==> src/mvt_pkg.sv <==
// ----------------------------------------------------------------------------
// mvt_pkg
// Types, op codes and helpers shared by the matrix-vector transform block.
// ----------------------------------------------------------------------------
package mvt_pkg;

  typedef enum logic [2:0] {
    OP_LOAD      = 3'd0,
    OP_MXV       = 3'd1,
    OP_VXM       = 3'd2,
    OP_SCALE     = 3'd3,
    OP_TRANSLATE = 3'd4,
    OP_TRANSPOSE = 3'd5
  } op_t;

  typedef struct packed {
    logic        [2:0]  op;
    logic        [3:0]  elem_index;
    logic signed [31:0] in_x;
    logic signed [31:0] in_y;
    logic signed [31:0] in_z;
    logic signed [31:0] in_w;
  } in_item_t;

  typedef struct packed {
    logic signed [31:0] out_x;
    logic signed [31:0] out_y;
    logic signed [31:0] out_z;
    logic signed [31:0] out_w;
  } out_item_t;

  // Decoded command as it waits in the queue.
  typedef struct packed {
    op_t                op;
    logic        [3:0]  idx;
    logic signed [31:0] x;
    logic signed [31:0] y;
    logic signed [31:0] z;
    logic signed [31:0] w;
  } cmd_t;

  localparam int ACC_W = 68;

  function automatic logic signed [31:0] sat32(input logic signed [ACC_W-1:0] v);
    logic signed [ACC_W-1:0] hi;
    logic signed [ACC_W-1:0] lo;
    hi = ACC_W'(64'sd2147483647);
    lo = -ACC_W'(64'sd2147483648);
    if (v > hi) begin
      sat32 = 32'sh7fffffff;
    end else if (v < lo) begin
      sat32 = 32'sh80000000;
    end else begin
      sat32 = v[31:0];
    end
  endfunction

endpackage

==> src/mvt_queue.sv <==
// ----------------------------------------------------------------------------
// mvt_queue
// Two-entry command queue between the decode and execute sides.
// ----------------------------------------------------------------------------
module mvt_queue
  import mvt_pkg::*;
(
  input  logic clk,
  input  logic rst_n,
  input  logic wr_valid,
  output logic wr_ready,
  input  cmd_t wr_data,
  output logic rd_valid,
  input  logic rd_ready,
  output cmd_t rd_data
);

  cmd_t       mem_r [2];
  logic       wr_ptr_r;
  logic       rd_ptr_r;
  logic [1:0] count_r;
  logic       push;
  logic       pop;

  assign wr_ready = (count_r != 2'd2);
  assign rd_valid = (count_r != 2'd0);
  assign rd_data  = mem_r[rd_ptr_r];
  assign push     = wr_valid && wr_ready;
  assign pop      = rd_valid && rd_ready;

  always_ff @(posedge clk) begin
    if (!rst_n) begin
      wr_ptr_r <= 1'b0;
      rd_ptr_r <= 1'b0;
      count_r  <= 2'd0;
    end else begin
      if (push) wr_ptr_r <= ~wr_ptr_r;
      if (pop) rd_ptr_r <= ~rd_ptr_r;
      count_r <= count_r + 2'(push) - 2'(pop);
    end
  end

  always_ff @(posedge clk) begin
    if (push) mem_r[wr_ptr_r] <= wr_data;
  end

endmodule

==> config.mk <==
export PLATFORM = sky130hd
export DESIGN_NAME = mvt_queue
export DESIGN_NICKNAME = d
export VERILOG_FILES = /design/src/mvt_pkg.sv /design/src/mvt_queue.sv
export SDC_FILE = /design/constraint.sdc
export NUM_CORES = 1
export LEC_CHECK = 0
export ABC_AREA = 0
export CAP_MARGIN = 10
export CORE_MARGIN = 4
export CORE_UTILIZATION = 55
export CTS_BUF_LIST = sky130_fd_sc_hd__clkbuf_16
export CTS_CLUSTER_DIAMETER = 40
export DETAILED_ROUTE_END_ITERATION = 10
export DONT_BUFFER_PORTS = 1
export GPL_ROUTABILITY_DRIVEN = 0
export PLACE_DENSITY = 0.83
export RECOVER_POWER = 100
export SYNTH_ARGS = -nofsm -noshare
export SYNTH_HDL_FRONTEND = slang
export SYNTH_SLANG_ARGS = --single-unit
==> constraint.sdc <==
create_clock -name clk -period 7.4 [get_ports clk]
set_clock_uncertainty 0.1 [all_clocks]
set_input_delay 0.37 -clock clk [delete_from_list [all_inputs] [get_ports clk]]
set_output_delay 0.37 -clock clk [all_outputs]
set_load 0.1 [all_outputs]
==> results of run 1 <==
synthesized netlist by cell type:
cell        n
buf_6       7
and2_1      2
ha_1        2
dfxtp_1     5
mux2_4     50
edfxtp_1  270
buf_2       8
o21a_1      1
or2_2       1
mux2_2     85
inv_1       1
mux2i_1     1
nand2b_1    2
nor2b_1     2
and3_1      1
nand2_1     2
nor2_1      1
xnor2_1     3
stage by stage:
stage                     std cells  utilization, %  hold slack, ns  area, sq um
after floorplan                 444               -           0.366        10200
after global placement          663            57.4           0.369        10400
after detailed placement        663            57.4           0.369        10400
after CTS                       851            70.7          0.0374        12800
after global routing            852            69.6          0.0808        12600
final                           853            69.7          0.0669        12600
critical path: stages, from the launching register on:
cell      delay (ns)
dfxtp_1         1.33
clkbuf_1        1.87
mux2_1          0.99
cells by family after synthesis:
kind of cell,share of synthesized area (%)
and+or+nand+nor,0.603
buffers and inverters,1.21
muxes,16.9
DFF,80.7
AOI/OAI and AO/OA,0.0739
adders and majority gates,0.246
xor gates and xnor gates,0.258
cell type report:
type	count	area, sq um
sequential	275	8210
fill	1075	5490
multi-input combinational	153	1670
timing repair buffer	141	1390
clock buffer	31	776
tap	229	287
clock inverter	21	256
antenna	2	5.00
inverter	1	3.75
registers in the layout, summed over array words and instances (netlist names), named ones only:
register and count:
wr_ptr_r 1, count_r 2, mem_r 270, rd_ptr_r 1
metal layers:
| metal | track usage, % | up-vias |
|---|---|---|
| met5 | 0 | - |
| met4 | 6.34 | 0 |
| met1 | 20.9 | 2337 |
| li1 | - | 2078 |
| met2 | 33.7 | 256 |
| met3 | 5.99 | 39 |
path summary, 6_finish.rpt:
path                            cells after the start      endpoint        from  slack, ns
worst max register to register                      3  mem_r[1][20]  count_r[0]       2.27
worst max-delay path                                2  rd_data[110]        flop       2.19
worst min register to register                      2      rd_ptr_r    rd_ptr_r       0.44
worst min-delay path                                2      wr_ptr_r    wr_valid       0.07
==> flow_summary.yaml, run 1 <==
synth:
  ys_types: 18
  syn_area_sq_um: 10200
  synth_top_area_share_pct: 79.7
  yosysTopAreaCell: "edfxtp_1"
  synth_warnings: 0
  avgSynthCellArea_sq_um: 22.9
  yosysSeqAreaShare_pct: 80.7
  syn_inst: 444
  syn_nets: 585
  ys_ff_latch: 275
  synth_area_leaders: "edfxtp_1 80%, mux2_2 9.4%, mux2_4 7.4%"
grt:
  grt_antenna_before_repair: 1
  grt_max_degree: 74
  grt_pass1_vias: 5114
  grt-ovfl-total: 0
  grt_pass1_wl_mm: 29.4
  grt_use_total_pct: 18.7
clocking:
  clk_latency_ns: 0.52
  cts_tree: "done"
  post_cts_resized: 0
  cts_buffers: 30
  clockRootBuffer: "clkbuf_16"
  holdBufCountCts: 136
  cts_buffer_depth: 3
  htreeDepth: 1
  cts_setup_buffers: 0
  clock_sinks: 275
  clkTransAtPathRegs_ns: 0.05
final_layout:
  final_cell_mix: "270 x edfxtp_1, 136 x dlygate4sd3_1, 132 x mux2_1, 31 x clkbuf_16, 6 x clkinv_2"
  layout.nets: 743
  areaGrowthSynthToFinish_pct: 23.9
  final_layout_size_suffix_gt1_share_pct: 9.00
  final_common_cell: "edfxtp_1"
route:
  wl_per_cell_um: 24.2
  dr.first_iter.drc_count: 229
  viasPerCell: 5.52
  drtPass1Iterations: 4
  met1_length_mm: 7.37
  wl_met2_mm: 10.7
  drcViolationCount: 0
  highest_layer: "met4"
  via_count: 4710
  ant_nets: 0
  wl_met3_mm: 2.09
  drt-total-wl_mm: 20.6
status:
  status: "finished, violations left"
  violations: "max-capacitance violations, max-slew violations"
hold_path:
  hold_path_class: "in -> reg"
sta:
  hold_viol: 0
  setup_viol: 0
  max_freq_mhz: 192
  rsz0062_at_grt: "false"
  period_minus_slack_ns: 5.21
  fin_crit_sh_pct: 70.5
  fin_ws_ns: 2.19
  drv_slew: 219
  slew_headroom_pct: -99.0
  setup_tns_ns: 0
  worstMarginPinSlew_ns: 2.98
placement:
  numPortBuffers: 0
  post-place-ws_ns: 3.59
floorplan:
  rows: 49
  start_util_pct: 56.2
  core_area_sq_um: 18100
  io_pins: 276
  die_h_um: 144
  dieArea_sq_um: 20700
  dieWidth_um: 144
flow_run:
  maxCapViolCount: 5
critical_path:
  startpoint_type: "flop"
  worst-setup-path-type: "reg -> out"
  crit_path_end_kind: "output port"
  arrival_ns: 4.74
  crit_required_ns: 6.93
  critPathMaxFanout: 44
Power of run 1 is left out: the tool's default activity adds up to more than one toggle a clock period on the data nets, which glitch-free logic cannot reach.
==> inputs of run 2 (changes only) <==
--- a/config.mk
+++ b/config.mk
@@ -14,7 +14,7 @@
 export DETAILED_ROUTE_END_ITERATION = 10
 export DONT_BUFFER_PORTS = 1
 export GPL_ROUTABILITY_DRIVEN = 0
-export PLACE_DENSITY = 0.83
+export PLACE_DENSITY = 0.8
 export RECOVER_POWER = 100
 export SYNTH_ARGS = -nofsm -noshare
 export SYNTH_HDL_FRONTEND = slang
==> constraint.sdc (replaced) <==
create_clock -name clk -period 4.9 [get_ports clk]
set_clock_uncertainty 0.1 [all_clocks]
set_input_delay 0.245 -clock clk [delete_from_list [all_inputs] [get_ports clk]]
set_output_delay 0.245 -clock clk [all_outputs]
set_load 0.1 [all_outputs]
==> flow_summary.yaml, run 2 (synthesized netlist as in run 1, its figures left out) <==
route:
  drt-total-wl_mm: 20.0
  viasPerCell: 5.47
  wl_per_cell_um: 23.4
  ant_nets: 0
  drcViolationCount: 0
  dr.first_iter.drc_count: 226
  drtPass1Iterations: 4
  via_count: 4675
clocking:
  clockRootBuffer: "clkbuf_16"
  cts_tree: "done"
  cts_setup_buffers: 0
  clock_sinks: 275
  cts_buffers: 31
  cts_buffer_depth: 3
  clkTransAtPathRegs_ns: 0.06
  clk_latency_ns: 0.52
  htreeDepth: 1
floorplan:
  start_util_pct: 56.2
  io_pins: 276
  dieArea_sq_um: 20700
  dieWidth_um: 144
  die_h_um: 144
  core_area_sq_um: 18100
  rows: 49
status:
  violations: "max-capacitance violations, max-slew violations"
  status: "finished, violations left"
final_layout:
  final_area_sq_um: 12800
  final_cell_mix: "270 x edfxtp_1, 138 x dlygate4sd3_1, 84 x mux2_1, 42 x mux2_4, 31 x clkbuf_16"
  layout.nets: 746
  final_layout_size_suffix_gt1_share_pct: 16.6
  regArea_sq_um: 8210
  reg_top3: "mem_r: 270 flops, count_r: 2 flops"
  top_register: "mem_r"
  n_antenna_cell: 0
  fin_util_pct: 70.6
  fill_cells: 1021
  largest_register_ffs: 270
  final_common_cell: "edfxtp_1"
  multi_input_area_sq_um: 1820
  areaGrowthSynthToFinish_pct: 25.6
critical_path:
  rr_worst_depth: 5
  crit_required_ns: 4.55
  crit_path_end_kind: "output port"
  r2r-start: "count_r[0]"
  reg2reg_to: "mem_r[0][103]"
  arrival_ns: 3.41
  worst-setup-path-type: "reg -> out"
  startpoint_type: "flop"
  rrSetupSlack_ns: 1.36
  critPathMaxFanout: 86
sta:
  period_minus_slack_ns: 3.75
  setup_tns_ns: 0
  whs_ns: 0.276
  rsz0062_at_grt: "false"
  max_freq_mhz: 266
  fin_crit_sh_pct: 76.6
  hold_viol: 0
  drv_slew: 87
  worstMarginPinSlew_ns: 2.15
  setup_viol: 0
  slew_headroom_pct: -43.6
grt:
  grt_use_total_pct: 18.5
  grt_antenna_before_repair: 0
  grt_pass1_wl_mm: 29.4
  grt-ovfl-total: 0
  grt_max_degree: 87
  grt_pass1_vias: 5134
placement:
  numPortBuffers: 0
  dpl_cell_area_sq_um: 10400
flow_run:
  maxCapViolCount: 2
hold_path:
  hold_path_class: "in -> reg"
  min_path_cells: 1
  min_to: "mem_r[0][91]"
  hold_start: "wr_data[91]"
## run 2: changes by cell type in the layout (fill, tap and decap cells not counted), moves of 3 or more
cell and change:
clkinv_2 -3, mux2_1 -48, mux2_2 +9, mux2_4 +39
## run 2: layout make-up
cell class	count	area share (%)
Inverter	1	0.0294
Sequential cell	275	64.3
Clock buffer	31	6.07
Tap cell	229	2.24
Multi-Input combinational cell	153	14.3
Timing Repair Buffer	143	11.3
Clock inverter	22	1.85
## run 2: how the worst max path moves through the flow
stage	start	end	slack, ns	cells past startpoint
2_1_floorplan	count_r[0]	mem_r[0][0]	0.88	3
3_3_place_gp	count_r[0]	mem_r[1][25]	2.35	4
3_5_place_dp	count_r[0]	mem_r[1][65]	2.29	4
4_1_cts	flop	rd_data[41]	1.74	2
5_1_grt	flop	rd_data[41]	0.92	2
6_report	flop	rd_data[41]	1.15	2
## run 2: metal layers
layer | GRT usage (%) | wire length (um) | vias to the layer above
met5 | 0 | 0 | -
met4 | 5.25 | 409 | 0
met2 | 32.7 | 10300 | 259
li1 | - | - | 2084
met1 | 21.8 | 7240 | 2299
met3 | 6.22 | 2090 | 33
## run 2: per-stage QoR
step | std cells | setup slack (ns)
floorplan | 444 | 0.879
global placement | 663 | 2.35
detailed placement | 663 | 2.29
CTS | 854 | 1.74
global route | 854 | 0.917
finish | 854 | 1.15
## run 2: timing repair
| item | 4_1_cts | 5_1_grt |
|---|---|---|
| gates resized for setup | 0 | 0 |
| endpoints found under the setup margin | 0 | 0 |
| hold buffers | 138 | 0 |
| hold endpoints to repair | 275 | 0 |
## run 2: worst max-delay path, cell delays in order, from the launching register on
cell,delay [ns]
dfxtp_2,1.78
buf_12,0.41
mux2_2,0.61
Power of run 2 is left out for the same reason.
==> inputs of run 3 (changes only) <==
==> constraint.sdc (replaced) <==
create_clock -name clk -period 3.52 [get_ports clk]
set_clock_uncertainty 0.1 [all_clocks]
set_input_delay 0.176 -clock clk [delete_from_list [all_inputs] [get_ports clk]]
set_output_delay 0.176 -clock clk [all_outputs]
set_load 0.1 [all_outputs]
==> flow_summary.yaml, run 3 (synthesized netlist as in run 1, its figures left out) <==
route:
  wl_per_cell_um: 23.2
  drtPass1Iterations: 4
  via_count: 4671
  viasPerCell: 5.43
  dr.first_iter.drc_count: 203
  drt-total-wl_mm: 20.0
  ant_nets: 0
  drcViolationCount: 0
clocking:
  cts_setup_buffers: 0
  htreeDepth: 1
  clock_sinks: 275
  cts_buffers: 31
  post_cts_resized: 0
  clockRootBuffer: "clkbuf_16"
  clkTransAtPathRegs_ns: 0.06
  cts_tree: "done"
  cts_buffer_depth: 3
  clk_latency_ns: 0.53
grt:
  use_met2_pct: 32.1
  grt_antenna_before_repair: 3
  grt_use_met3_pct: 6.58
  met1_usage_pct: 21.5
  grt_pass1_vias: 5014
  busiest_layer: "met2"
  grt_max_degree: 77
  grt-ovfl-total: 0
  grt_pass1_wl_mm: 29.0
  grt_use_total_pct: 18.2
floorplan:
  io_pins: 276
  die_h_um: 144
  dieArea_sq_um: 20700
  dieWidth_um: 144
  core_area_sq_um: 18100
  start_util_pct: 56.2
  rows: 49
sta:
  hold_viol: 0
  drv_slew: 1
  setup_viol: 0
  rsz0062_at_grt: "false"
  worstMarginPinSlew_ns: 1.53
  period_minus_slack_ns: 2.84
  fin_crit_sh_pct: 80.6
  slew_headroom_pct: -2.10
  setup_tns_ns: 0
  max_freq_mhz: 352
flow_run:
  maxCapViolCount: 1
critical_path:
  worst-setup-path-type: "reg -> out"
  startpoint_type: "flop"
  rr_worst_depth: 4
  max_stage_delay_ns: 0.82
  crit_path_end_kind: "output port"
  arrival_ns: 2.56
  critPathMaxFanout: 55
  path_cells: "buf_12 > mux2_1"
  crit_required_ns: 3.24
  slowest_stage: "mux2_1"
placement:
  dpl_cell_area_sq_um: 10500
  hpwl_mm: 11.7
  numPortBuffers: 0
hold_path:
  min_path_cells: 1
  hold_path_class: "in -> reg"
final_layout:
  layout.nets: 747
  areaGrowthSynthToFinish_pct: 25.2
  reg_top3: "mem_r: 270 flops, count_r: 2 flops"
  fin_util_pct: 70.4
  final_common_cell: "edfxtp_1"
  largest_register_ffs: 270
  final_area_sq_um: 12700
  top_register: "mem_r"
  final_layout_size_suffix_gt1_share_pct: 10.0
  final_cell_mix: "270 x edfxtp_1, 138 x dlygate4sd3_1, 132 x mux2_1, 31 x clkbuf_16, 5 x bufinv_16"
status:
  status: "finished, violations left"
  violations: "max-capacitance violations, max-slew violations"
[run 3: changes by cell type in the layout (fill, tap and decap cells not counted), sizes merged]
cell / change
buf: +1
bufinv: +1
diode: +3
clkinv: +2
[run 3: stage by stage]
stage / setup slack, ns / hold slack (ns) / cells
final: 0.681 / 0.0399 / 861
after global routing: 0.497 / 0.0451 / 861
after CTS: 0.842 / 0.0402 / 858
after detailed placement: 1.06 / 0.175 / 664
after global placement: 1.17 / 0.175 / 664
after floorplan: 0.0870 / 0.175 / 444
[run 3: what timing repair did]
item                                    CTS  global route
hold buffers                            138             0
endpoints found under the setup margin    0             0
endpoints found under the hold margin   275             0
[run 3: final timing paths]
kind / from / to / slack, ns
worst min register to register: wr_ptr_r / wr_ptr_r / 0.44
worst max-delay path: flop / rd_data[126] / 0.68
worst max register to register: count_r[0] / mem_r[0][108] / 0.71
worst min-delay path: wr_valid / mem_r[1][49] / 0.04
[run 3: layer usage]
metal / up-vias / routed length, um / part of all wire (%)
met5: - / 0 / 0
met4: 0 / 378 / 1.9
met3: 34 / 1850 / 9.2
met2: 221 / 10300 / 51
met1: 2311 / 7500 / 38
li1: 2105 / - / -
[run 3: final cells by class]
class | instances | area [sq um]
Tap cell | 229 | 287
Clock buffer | 31 | 776
Clock inverter | 25 | 297
Multi-Input combinational cell | 153 | 1680
Timing Repair Buffer | 144 | 1470
Antenna cell | 3 | 7.51
Fill cell | 1072 | 5350
Sequential cell | 275 | 8210
Inverter | 1 | 3.75
[run 3: worst max-delay path, delay by kind of cell, from the launching register on]
family,cells,cell delay (ns)
buffers and inverters,1,0.36
DFF,1,0.77
muxes,1,0.82
Power of run 3 is left out for the same reason.
